**src/its_pkg.sv**
```systemverilog
// Shared types, constants and helpers for the INI token scanner.
`timescale 1ns / 1ps
`default_nettype none

package its_pkg;

  localparam int OFFSET_BITS = 16;
  localparam int FIELD_BITS  = 16;

  typedef logic [OFFSET_BITS-1:0] offs_t;
  typedef logic [FIELD_BITS-1:0]  field_t;
  typedef logic [1:0]             ev_kind_t;

  localparam ev_kind_t EV_NONE    = 2'd0;
  localparam ev_kind_t EV_SECTION = 2'd1;
  localparam ev_kind_t EV_KEY     = 2'd2;
  localparam ev_kind_t EV_VALUE   = 2'd3;

  localparam logic [7:0] CH_NUL    = 8'h00;
  localparam logic [7:0] CH_TAB    = 8'h09;
  localparam logic [7:0] CH_LF     = 8'h0A;
  localparam logic [7:0] CH_CR     = 8'h0D;
  localparam logic [7:0] CH_SPACE  = 8'h20;
  localparam logic [7:0] CH_HASH   = 8'h23;
  localparam logic [7:0] CH_EQUAL  = 8'h3D;
  localparam logic [7:0] CH_AT     = 8'h40;
  localparam logic [7:0] CH_LBRACK = 8'h5B;
  localparam logic [7:0] CH_RBRACK = 8'h5D;

  typedef enum logic [7:0] {
    ST_SEARCHING = 8'b0000_0001,
    ST_SECTION   = 8'b0000_0010,
    ST_KEY       = 8'b0000_0100,
    ST_AFTER_EQ  = 8'b0000_1000,
    ST_SEEK_VAL  = 8'b0001_0000,
    ST_VALUE     = 8'b0010_0000,
    ST_COMMENT   = 8'b0100_0000,
    ST_HALTED    = 8'b1000_0000
  } scan_state_t;

  function automatic offs_t sat_inc(input offs_t v);
    return (v == {OFFSET_BITS{1'b1}}) ? v : offs_t'(v + offs_t'(1));
  endfunction

  // Low field bits of an offset, zero-extended when the offset is narrower.
  function automatic field_t to_field(input offs_t v);
    logic [63:0] w;
    w = 64'(v);
    return w[FIELD_BITS-1:0];
  endfunction

  function automatic logic is_line_end(input logic [7:0] c);
    return (c == CH_LF) || (c == CH_CR);
  endfunction

  function automatic logic is_blank(input logic [7:0] c);
    return (c == CH_SPACE) || ((c >= CH_TAB) && (c <= CH_CR));
  endfunction

endpackage

`default_nettype wire

```
**src/its_if.sv**
```systemverilog
// Channel interfaces: input byte stream and scan event stream.
`timescale 1ns / 1ps
`default_nettype none

interface its_in_if;
  logic       valid;
  logic       ready;
  logic [7:0] data_byte;
  logic       restart;

  modport source (output valid, output data_byte, output restart, input ready);
  modport sink   (input valid, input data_byte, input restart, output ready);
endinterface

interface its_out_if;
  logic                 valid;
  logic                 ready;
  its_pkg::ev_kind_t    event_kind;
  its_pkg::field_t      start_offset;
  its_pkg::field_t      end_offset;
  logic                 at_terminated;

  modport source (output valid, output event_kind, output start_offset,
                  output end_offset, output at_terminated, input ready);
  modport sink   (input valid, input event_kind, input start_offset,
                  input end_offset, input at_terminated, output ready);
endinterface

`default_nettype wire

```
**src/ini_token_scanner_core.sv**
```systemverilog
// Top level: byte-serial INI scanner with a registered event output.
// An accepted byte's event appears on the output register in the cycle after it is accepted.
// Throughput: one byte per cycle while the output is not stalled; the scan state update is a
// single pass of compare logic, and the output register takes a new event while the old is taken.
// Reset: synchronous, active low; state returns to searching with the scan offsets 0 and the
// output register empty. A byte with restart set clears the scan state in-band, then is scanned.
`timescale 1ns / 1ps
`default_nettype none

module ini_token_scanner_core (
  input  wire logic  clk,
  input  wire logic  rst_n,
  its_in_if.sink     in_chan,
  its_out_if.source  out_chan
);

  its_pkg::scan_state_t state_r, state_nxt, state_eff;
  logic                 at_mode_r, at_mode_nxt, at_mode_eff;
  its_pkg::offs_t       pos_r, pos_nxt, pos_eff;
  its_pkg::offs_t       sec_r, sec_nxt, sec_eff;
  its_pkg::offs_t       key_r, key_nxt, key_eff;

  its_pkg::ev_kind_t    kind_r, kind_nxt;
  its_pkg::offs_t       start_r, start_nxt;
  its_pkg::offs_t       end_r, end_nxt;
  logic                 at_r, at_nxt;
  logic                 out_valid_r;

  logic       in_fire;
  logic [7:0] c;

  assign in_chan.ready = !out_valid_r || out_chan.ready;
  assign in_fire       = in_chan.valid && in_chan.ready;
  assign c             = in_chan.data_byte;

  always_comb begin
    // restart clears the state before the same byte is scanned
    if (in_chan.restart) begin
      state_eff   = its_pkg::ST_SEARCHING;
      at_mode_eff = 1'b0;
      pos_eff     = '0;
      sec_eff     = '0;
      key_eff     = '0;
    end else begin
      state_eff   = state_r;
      at_mode_eff = at_mode_r;
      pos_eff     = pos_r;
      sec_eff     = sec_r;
      key_eff     = key_r;
    end

    state_nxt   = state_eff;
    at_mode_nxt = at_mode_eff;
    pos_nxt     = pos_eff;
    sec_nxt     = sec_eff;
    key_nxt     = key_eff;
    kind_nxt    = its_pkg::EV_NONE;
    start_nxt   = '0;
    end_nxt     = '0;
    at_nxt      = 1'b0;

    if (state_eff == its_pkg::ST_HALTED) begin
      state_nxt = its_pkg::ST_HALTED;
    end else if (c == its_pkg::CH_NUL) begin
      state_nxt = its_pkg::ST_HALTED;
    end else begin
      pos_nxt = its_pkg::sat_inc(pos_eff);
      unique case (state_eff)
        its_pkg::ST_SEARCHING: begin
          if (c == its_pkg::CH_LBRACK) begin
            state_nxt = its_pkg::ST_SECTION;
            sec_nxt   = its_pkg::sat_inc(pos_eff);
          end else if (c == its_pkg::CH_HASH) begin
            state_nxt = its_pkg::ST_COMMENT;
          end else if (!its_pkg::is_blank(c)) begin
            state_nxt = its_pkg::ST_KEY;
            key_nxt   = pos_eff;
          end
        end
        its_pkg::ST_SECTION: begin
          // tabs and spaces anywhere in the brackets push the name start forward
          if (c == its_pkg::CH_TAB || c == its_pkg::CH_SPACE) begin
            sec_nxt = its_pkg::sat_inc(sec_eff);
          end else if (c == its_pkg::CH_RBRACK) begin
            kind_nxt  = its_pkg::EV_SECTION;
            start_nxt = sec_eff;
            end_nxt   = pos_eff;
            state_nxt = its_pkg::ST_SEARCHING;
          end else if (its_pkg::is_line_end(c)) begin
            state_nxt = its_pkg::ST_SEARCHING;
          end
        end
        its_pkg::ST_KEY: begin
          if (c == its_pkg::CH_EQUAL) begin
            kind_nxt  = its_pkg::EV_KEY;
            start_nxt = key_eff;
            end_nxt   = pos_eff;
            state_nxt = its_pkg::ST_AFTER_EQ;
          end else if (its_pkg::is_line_end(c)) begin
            state_nxt = its_pkg::ST_SEARCHING;
          end
        end
        its_pkg::ST_AFTER_EQ: begin
          if (c == its_pkg::CH_AT) begin
            kind_nxt    = its_pkg::EV_VALUE;
            start_nxt   = its_pkg::sat_inc(pos_eff);
            at_nxt      = 1'b1;
            at_mode_nxt = 1'b1;
            state_nxt   = its_pkg::ST_VALUE;
          end else if (its_pkg::is_line_end(c)) begin
            state_nxt = its_pkg::ST_SEARCHING;
          end else if (!its_pkg::is_blank(c)) begin
            kind_nxt    = its_pkg::EV_VALUE;
            start_nxt   = pos_eff;
            at_mode_nxt = 1'b0;
            state_nxt   = its_pkg::ST_VALUE;
          end else begin
            state_nxt = its_pkg::ST_SEEK_VAL;
          end
        end
        its_pkg::ST_SEEK_VAL: begin
          if (its_pkg::is_line_end(c)) begin
            state_nxt = its_pkg::ST_SEARCHING;
          end else if (!its_pkg::is_blank(c)) begin
            kind_nxt    = its_pkg::EV_VALUE;
            start_nxt   = pos_eff;
            at_mode_nxt = 1'b0;
            state_nxt   = its_pkg::ST_VALUE;
          end
        end
        its_pkg::ST_VALUE: begin
          if (at_mode_eff) begin
            if (c == its_pkg::CH_AT) begin
              state_nxt   = its_pkg::ST_SEARCHING;
              at_mode_nxt = 1'b0;
            end
          end else if (its_pkg::is_line_end(c)) begin
            state_nxt = its_pkg::ST_SEARCHING;
          end else if (c == its_pkg::CH_HASH) begin
            state_nxt = its_pkg::ST_COMMENT;
          end
        end
        its_pkg::ST_COMMENT: begin
          if (its_pkg::is_line_end(c)) begin
            state_nxt = its_pkg::ST_SEARCHING;
          end
        end
        default: begin
          state_nxt = its_pkg::ST_HALTED;
        end
      endcase
    end
  end

  always_ff @(posedge clk) begin
    if (!rst_n) begin
      state_r     <= its_pkg::ST_SEARCHING;
      at_mode_r   <= 1'b0;
      pos_r       <= '0;
      sec_r       <= '0;
      key_r       <= '0;
      out_valid_r <= 1'b0;
    end else begin
      if (in_fire) begin
        state_r   <= state_nxt;
        at_mode_r <= at_mode_nxt;
        pos_r     <= pos_nxt;
        sec_r     <= sec_nxt;
        key_r     <= key_nxt;
      end
      out_valid_r <= in_fire || (out_valid_r && !out_chan.ready);
    end
  end

  // event payload, loaded with each accepted byte
  always_ff @(posedge clk) begin
    if (in_fire) begin
      kind_r  <= kind_nxt;
      start_r <= start_nxt;
      end_r   <= end_nxt;
      at_r    <= at_nxt;
    end
  end

  assign out_chan.valid         = out_valid_r;
  assign out_chan.event_kind    = kind_r;
  assign out_chan.start_offset  = its_pkg::to_field(start_r);
  assign out_chan.end_offset    = its_pkg::to_field(end_r);
  assign out_chan.at_terminated = at_r;

endmodule

`default_nettype wire

```
**src/flat_wrapper.sv**
```systemverilog
// flat-port wrapper written by rule: the top's interface ports become plain ports
module ini_token_scanner_core_flat 
  (clk, rst_n, in_chan_valid, in_chan_data_byte, in_chan_restart, in_chan_ready, out_chan_valid, out_chan_event_kind, out_chan_start_offset, out_chan_end_offset, out_chan_at_terminated, out_chan_ready);
  its_in_if in_chan_i ();
  its_out_if out_chan_i ();
  input  wire logic clk;
  input  wire logic rst_n;
  input wire logic [$bits(in_chan_i.valid)-1:0] in_chan_valid;
  input wire logic [$bits(in_chan_i.data_byte)-1:0] in_chan_data_byte;
  input wire logic [$bits(in_chan_i.restart)-1:0] in_chan_restart;
  output wire logic [$bits(in_chan_i.ready)-1:0] in_chan_ready;
  output wire logic [$bits(out_chan_i.valid)-1:0] out_chan_valid;
  output wire logic [$bits(out_chan_i.event_kind)-1:0] out_chan_event_kind;
  output wire logic [$bits(out_chan_i.start_offset)-1:0] out_chan_start_offset;
  output wire logic [$bits(out_chan_i.end_offset)-1:0] out_chan_end_offset;
  output wire logic [$bits(out_chan_i.at_terminated)-1:0] out_chan_at_terminated;
  input wire logic [$bits(out_chan_i.ready)-1:0] out_chan_ready;
  assign in_chan_i.valid = in_chan_valid;
  assign in_chan_i.data_byte = in_chan_data_byte;
  assign in_chan_i.restart = in_chan_restart;
  assign in_chan_ready = in_chan_i.ready;
  assign out_chan_valid = out_chan_i.valid;
  assign out_chan_event_kind = out_chan_i.event_kind;
  assign out_chan_start_offset = out_chan_i.start_offset;
  assign out_chan_end_offset = out_chan_i.end_offset;
  assign out_chan_at_terminated = out_chan_i.at_terminated;
  assign out_chan_i.ready = out_chan_ready;
  ini_token_scanner_core u_core (.clk(clk), .rst_n(rst_n), .in_chan(in_chan_i), .out_chan(out_chan_i));
endmodule
```
**config.mk**
```make
export PLATFORM = sky130hd
export DESIGN_NAME = ini_token_scanner_core_flat
export DESIGN_NICKNAME = d
export VERILOG_FILES = /design/src/its_pkg.sv /design/src/its_if.sv /design/src/ini_token_scanner_core.sv /design/src/flat_wrapper.sv
export SDC_FILE = /design/constraint.sdc
export NUM_CORES = 1
export LEC_CHECK = 0
export ABC_AREA = 0
export BUFFER_PORTS_ARGS = -buffer_cell sky130_fd_sc_hd__buf_2
export CORE_ASPECT_RATIO = 1.5
export CORE_MARGIN = 1
export CORE_UTILIZATION = 54
export DETAILED_ROUTE_END_ITERATION = 7
export PLACE_DENSITY = 0.69
export RECOVER_POWER = 100
export SYNTH_ARGS = -nofsm -noshare
export SYNTH_HDL_FRONTEND = slang
export SYNTH_SLANG_ARGS = --single-unit
```
**constraint.sdc**
```tcl
create_clock -name clk -period 4.4 [get_ports clk]
set_input_delay 0.88 -clock clk [delete_from_list [all_inputs] [get_ports clk]]
set_output_delay 0.88 -clock clk [all_outputs]
set_load 0.03 [all_outputs]
```
==> run_results.csv <==
group,metric,value,unit
power,p_leak,2.07,nW
hold_path,holdPathStages,1,
sta,grt_setup_unrepaired,"no",
grt,grt_pass1_wl,28.4,mm
clock_network,hold_buffers,0,
route,drt-total-wl,18.6,mm
synthesis,synth_mux_area_share,0.559,%
sta,setup_tns,0,ps
run,maxCapViolations,0,
die,start_util,55.5,%
grt,antenna_found_initial,0,
critical_path,cp-end-kind,"flip-flop",
hold_path,hold_class,"flip-flop to flip-flop",
die,die_x,85.1,um
critical_path,start_kind,"input port",
critical_path,worstPathRequired,4490,ps
sta,fmax,0.266,GHz
die,fp.dieH,127,um
sta,worst_pin_slew,1460,ps
die,die_area,0.0108,sq mm
sta,hold_violations,0,
die,core,0.0101,sq mm
critical_path,cp_num_buf_inv,1,
synthesis,yosysWarnings,0,
synthesis,synth_edf_count,35,
grt,grt_max_degree,25,
power,intPower,1.46,mW
cells_and_area,multi_input_area,0.00310,sq mm
status,status,"finished, final reports clean",
grt,grt_pass1_vias,5209,
cells_and_area,final_cell_mix,"nor2_1 (75), nand2_1 (72), dfxtp_1 (58)",
clock_network,cts_root_buf,"clkbuf_16",
cells_and_area,area_growth,10.1,%
power,p_sw,0.499,mW
cells_and_area,layout_commonest_cell,"nor2_1",
synthesis,syn_avg_cell_area,8.70,sq um
critical_path,path_delay_family,"simple AND/OR/NAND/NOR gates",
power,p_sw_share,25.5,%
synthesis,synthCells,643,
route,num_vias,5561,
synthesis,synth_top_family_by_area,"simple AND/OR/NAND/NOR gates",
power,seqPwrFrac,47.3,%
sta,final.setup_skew,8.95,ps
cells_and_area,finish.utilization,61.1,%
route,viasPerCell,6.86,
clock_network,cts_buffers,9,
route,drc,0,
clock_network,tritoncts,"done",
synthesis,synth-async-reset-ratio,0,%
synthesis,synth_area,0.00559,sq mm
route,drt_first_pass_iters,6,
clock_network,h-tree-depth,3,
clock_network,postCtsResizedCells,0,
synthesis,synth-xor-area-share,2.98,%
synthesis,syn_nets,658,
sta,relSlewSlack,2.59,%
cells_and_area,antenna_cells,0,
die,num_rows,45,
place,gp_congestion,0.977,
clock_network,clock_sinks,93,
critical_path,crit_type,"input port to flip-flop",
synthesis,synth_compound_area_share,24.6,%
grt,track_usage,34.9,%
cells_and_area,fin_nets,704,
power,combinationalPowerShare,10.2,%
die,boundaryPins,50,
clock_network,post_cts_buffers,0,
critical_path,arrival,3860,ps
cells_and_area,drive_gt1_share,8.50,%
cells_and_area,fillers,935,
sta,slew_viol_final,0,
synthesis,ys_types,79,
synthesis,ys_ff_latch,93,
critical_path,r2r.worst_path.cells,8,
critical_path,crit_slowest_cell,"nor4_1",
grt,gr-total-overflow,0,
critical_path,worst-path-stages,8,
clock_network,cts.path.max_buffers,2,
power,p_per_area,318,mW/mm^2
clock_network,insertion_delay,350,ps
critical_path,crit_chain,"clkbuf_1, or3b_1, nor4_1, o21ai_0, and2_0, a21o_1, a221oi_1, nor2_1",
place,dp_hpwl,13.0,mm
route,antenna_left,0,
synthesis,yosysSeqAreaShare,39.6,%
power,pwr-share-clk,42.5,%
power,ir_worst_vdd,0.240,mV
sta,setup_violations,0,
cells_and_area,regArea,0.00221,sq mm
clock_network,clk_pin_slew_worst_paths,60,ps
sta,min_period,3760,ps
critical_path,crit_path_max_fanout,16,
route,wire_per_inst,22.9,um
synthesis,yosys.area_share.simple,28.0,%
synthesis,synth_flop_cell,"dfxtp_1",
critical_path,slowest_delay,800,ps
route,drt_iter0_drc,542,
place,numPortBuffers,49,
sta,fin_crit_sh,85.6,%
synthesis,synth_adder_area_share,0.448,%
-- through the flow --
stage               hold slack (ps)  worst slack (ps)  power (mW)  cells  area (sq um)
finish                          470               635        1.96    811          6160
global route                    483               432        2.01    811          6160
CTS                             465              1130        1.97    811          6290
detailed placement              453               796        1.15    795          5980
global placement                449               792        1.15    795          5980
floorplan                       431               879        1.08    643          5590
-- worst register-to-register path: stages, from the launching register on --
cell and delay (ps):
dfxtp_1 390, nor4_1 440, and4b_1 250, buf_4 200
and2_0 660, clkbuf_1 570, nor2_1 100, buf_4 230
nor2_1 180
-- path summary, 6_finish.rpt --
kind                                      startpoint                               to  slack (ps)
worst max-delay path            in_chan_data_byte[5]  u_core.out_chan.start_offset[2]         640
worst min-delay path                 u_core.key_r[2]                  u_core.key_r[2]         470
worst max register to register     u_core.state_r[3]    u_core.out_chan.end_offset[0]        1220
worst min register to register       u_core.key_r[2]                  u_core.key_r[2]         470
-- cells in the mapped netlist (6+ instances only) --
library cell	count	share of area, %
a21oi_1	31	2.8
a222oi_1	6	1.1
a22oi_1	21	2.8
a31oi_1	14	1.6
and2_1	11	1.2
and3_1	6	0.67
buf_2	13	1.2
clkbuf_1	17	1.1
dfxtp_1	58	21
edfxtp_1	35	19
inv_1	15	1.0
nand2_1	72	4.8
nand3_1	28	2.5
nand4_1	10	1.1
nor2_1	71	4.8
nor2b_1	14	1.6
nor3_1	12	1.1
o21ai_0	30	2.7
o21ai_1	8	0.72
o2bb2ai_1	17	2.7
xnor2_1	12	1.9
xor2_1	7	1.1
-- final cells by class --
cell class	instances	area share [%]
clock buffer	12	3.84
clock inverter	4	1.20
inverter	16	0.975
multi-input combinational	500	50.4
sequential	93	35.9
tap	117	2.38
timing repair buffer	69	5.32
-- cell families (layout without fill, tap and decap cells) --
logic type	Yosys count	in the layout
AOI/OAI and AO/OA	191	191
DFF	93	93
and+or+nand+nor	285	285
buffers and inverters	50	101
adders and majority gates	2	2
xor gates and xnor gates	19	19
muxes	3	3
-- power by group through the flow --
stage | Sequential [mW] | Clock (mW) | Combinational, mW
after global routing | 0.929 | 0.866 | 0.212
after floorplan | 0.976 | 0 | 0.103
after global placement | 0.944 | 0 | 0.202
after detailed placement | 0.944 | 0 | 0.204
after CTS | 0.925 | 0.837 | 0.205
final | 0.927 | 0.832 | 0.199
-- state kept, by name, summed over array words and instances, names as in the netlist --
signal,cells
u_core.key_r,16
u_core.out_chan.end_offset,16
u_core.out_chan.start_offset,16
u_core.pos_r,16
u_core.sec_r,16
u_core.state_r,8
u_core.out_chan.event_kind,2
u_core.at_mode_r,1
u_core.out_chan.at_terminated,1
u_core.out_chan.valid,1
-- routing by layer --
layer	vias to the layer above	wire length [um]	global-route usage, %
li1	2528	-	-
met1	2656	7010	41.0
met2	295	9220	58.7
met3	82	1280	5.01
met4	0	1090	23.6
met5	-	0	0
No activity file was read; power rests on OpenSTA's default activity.
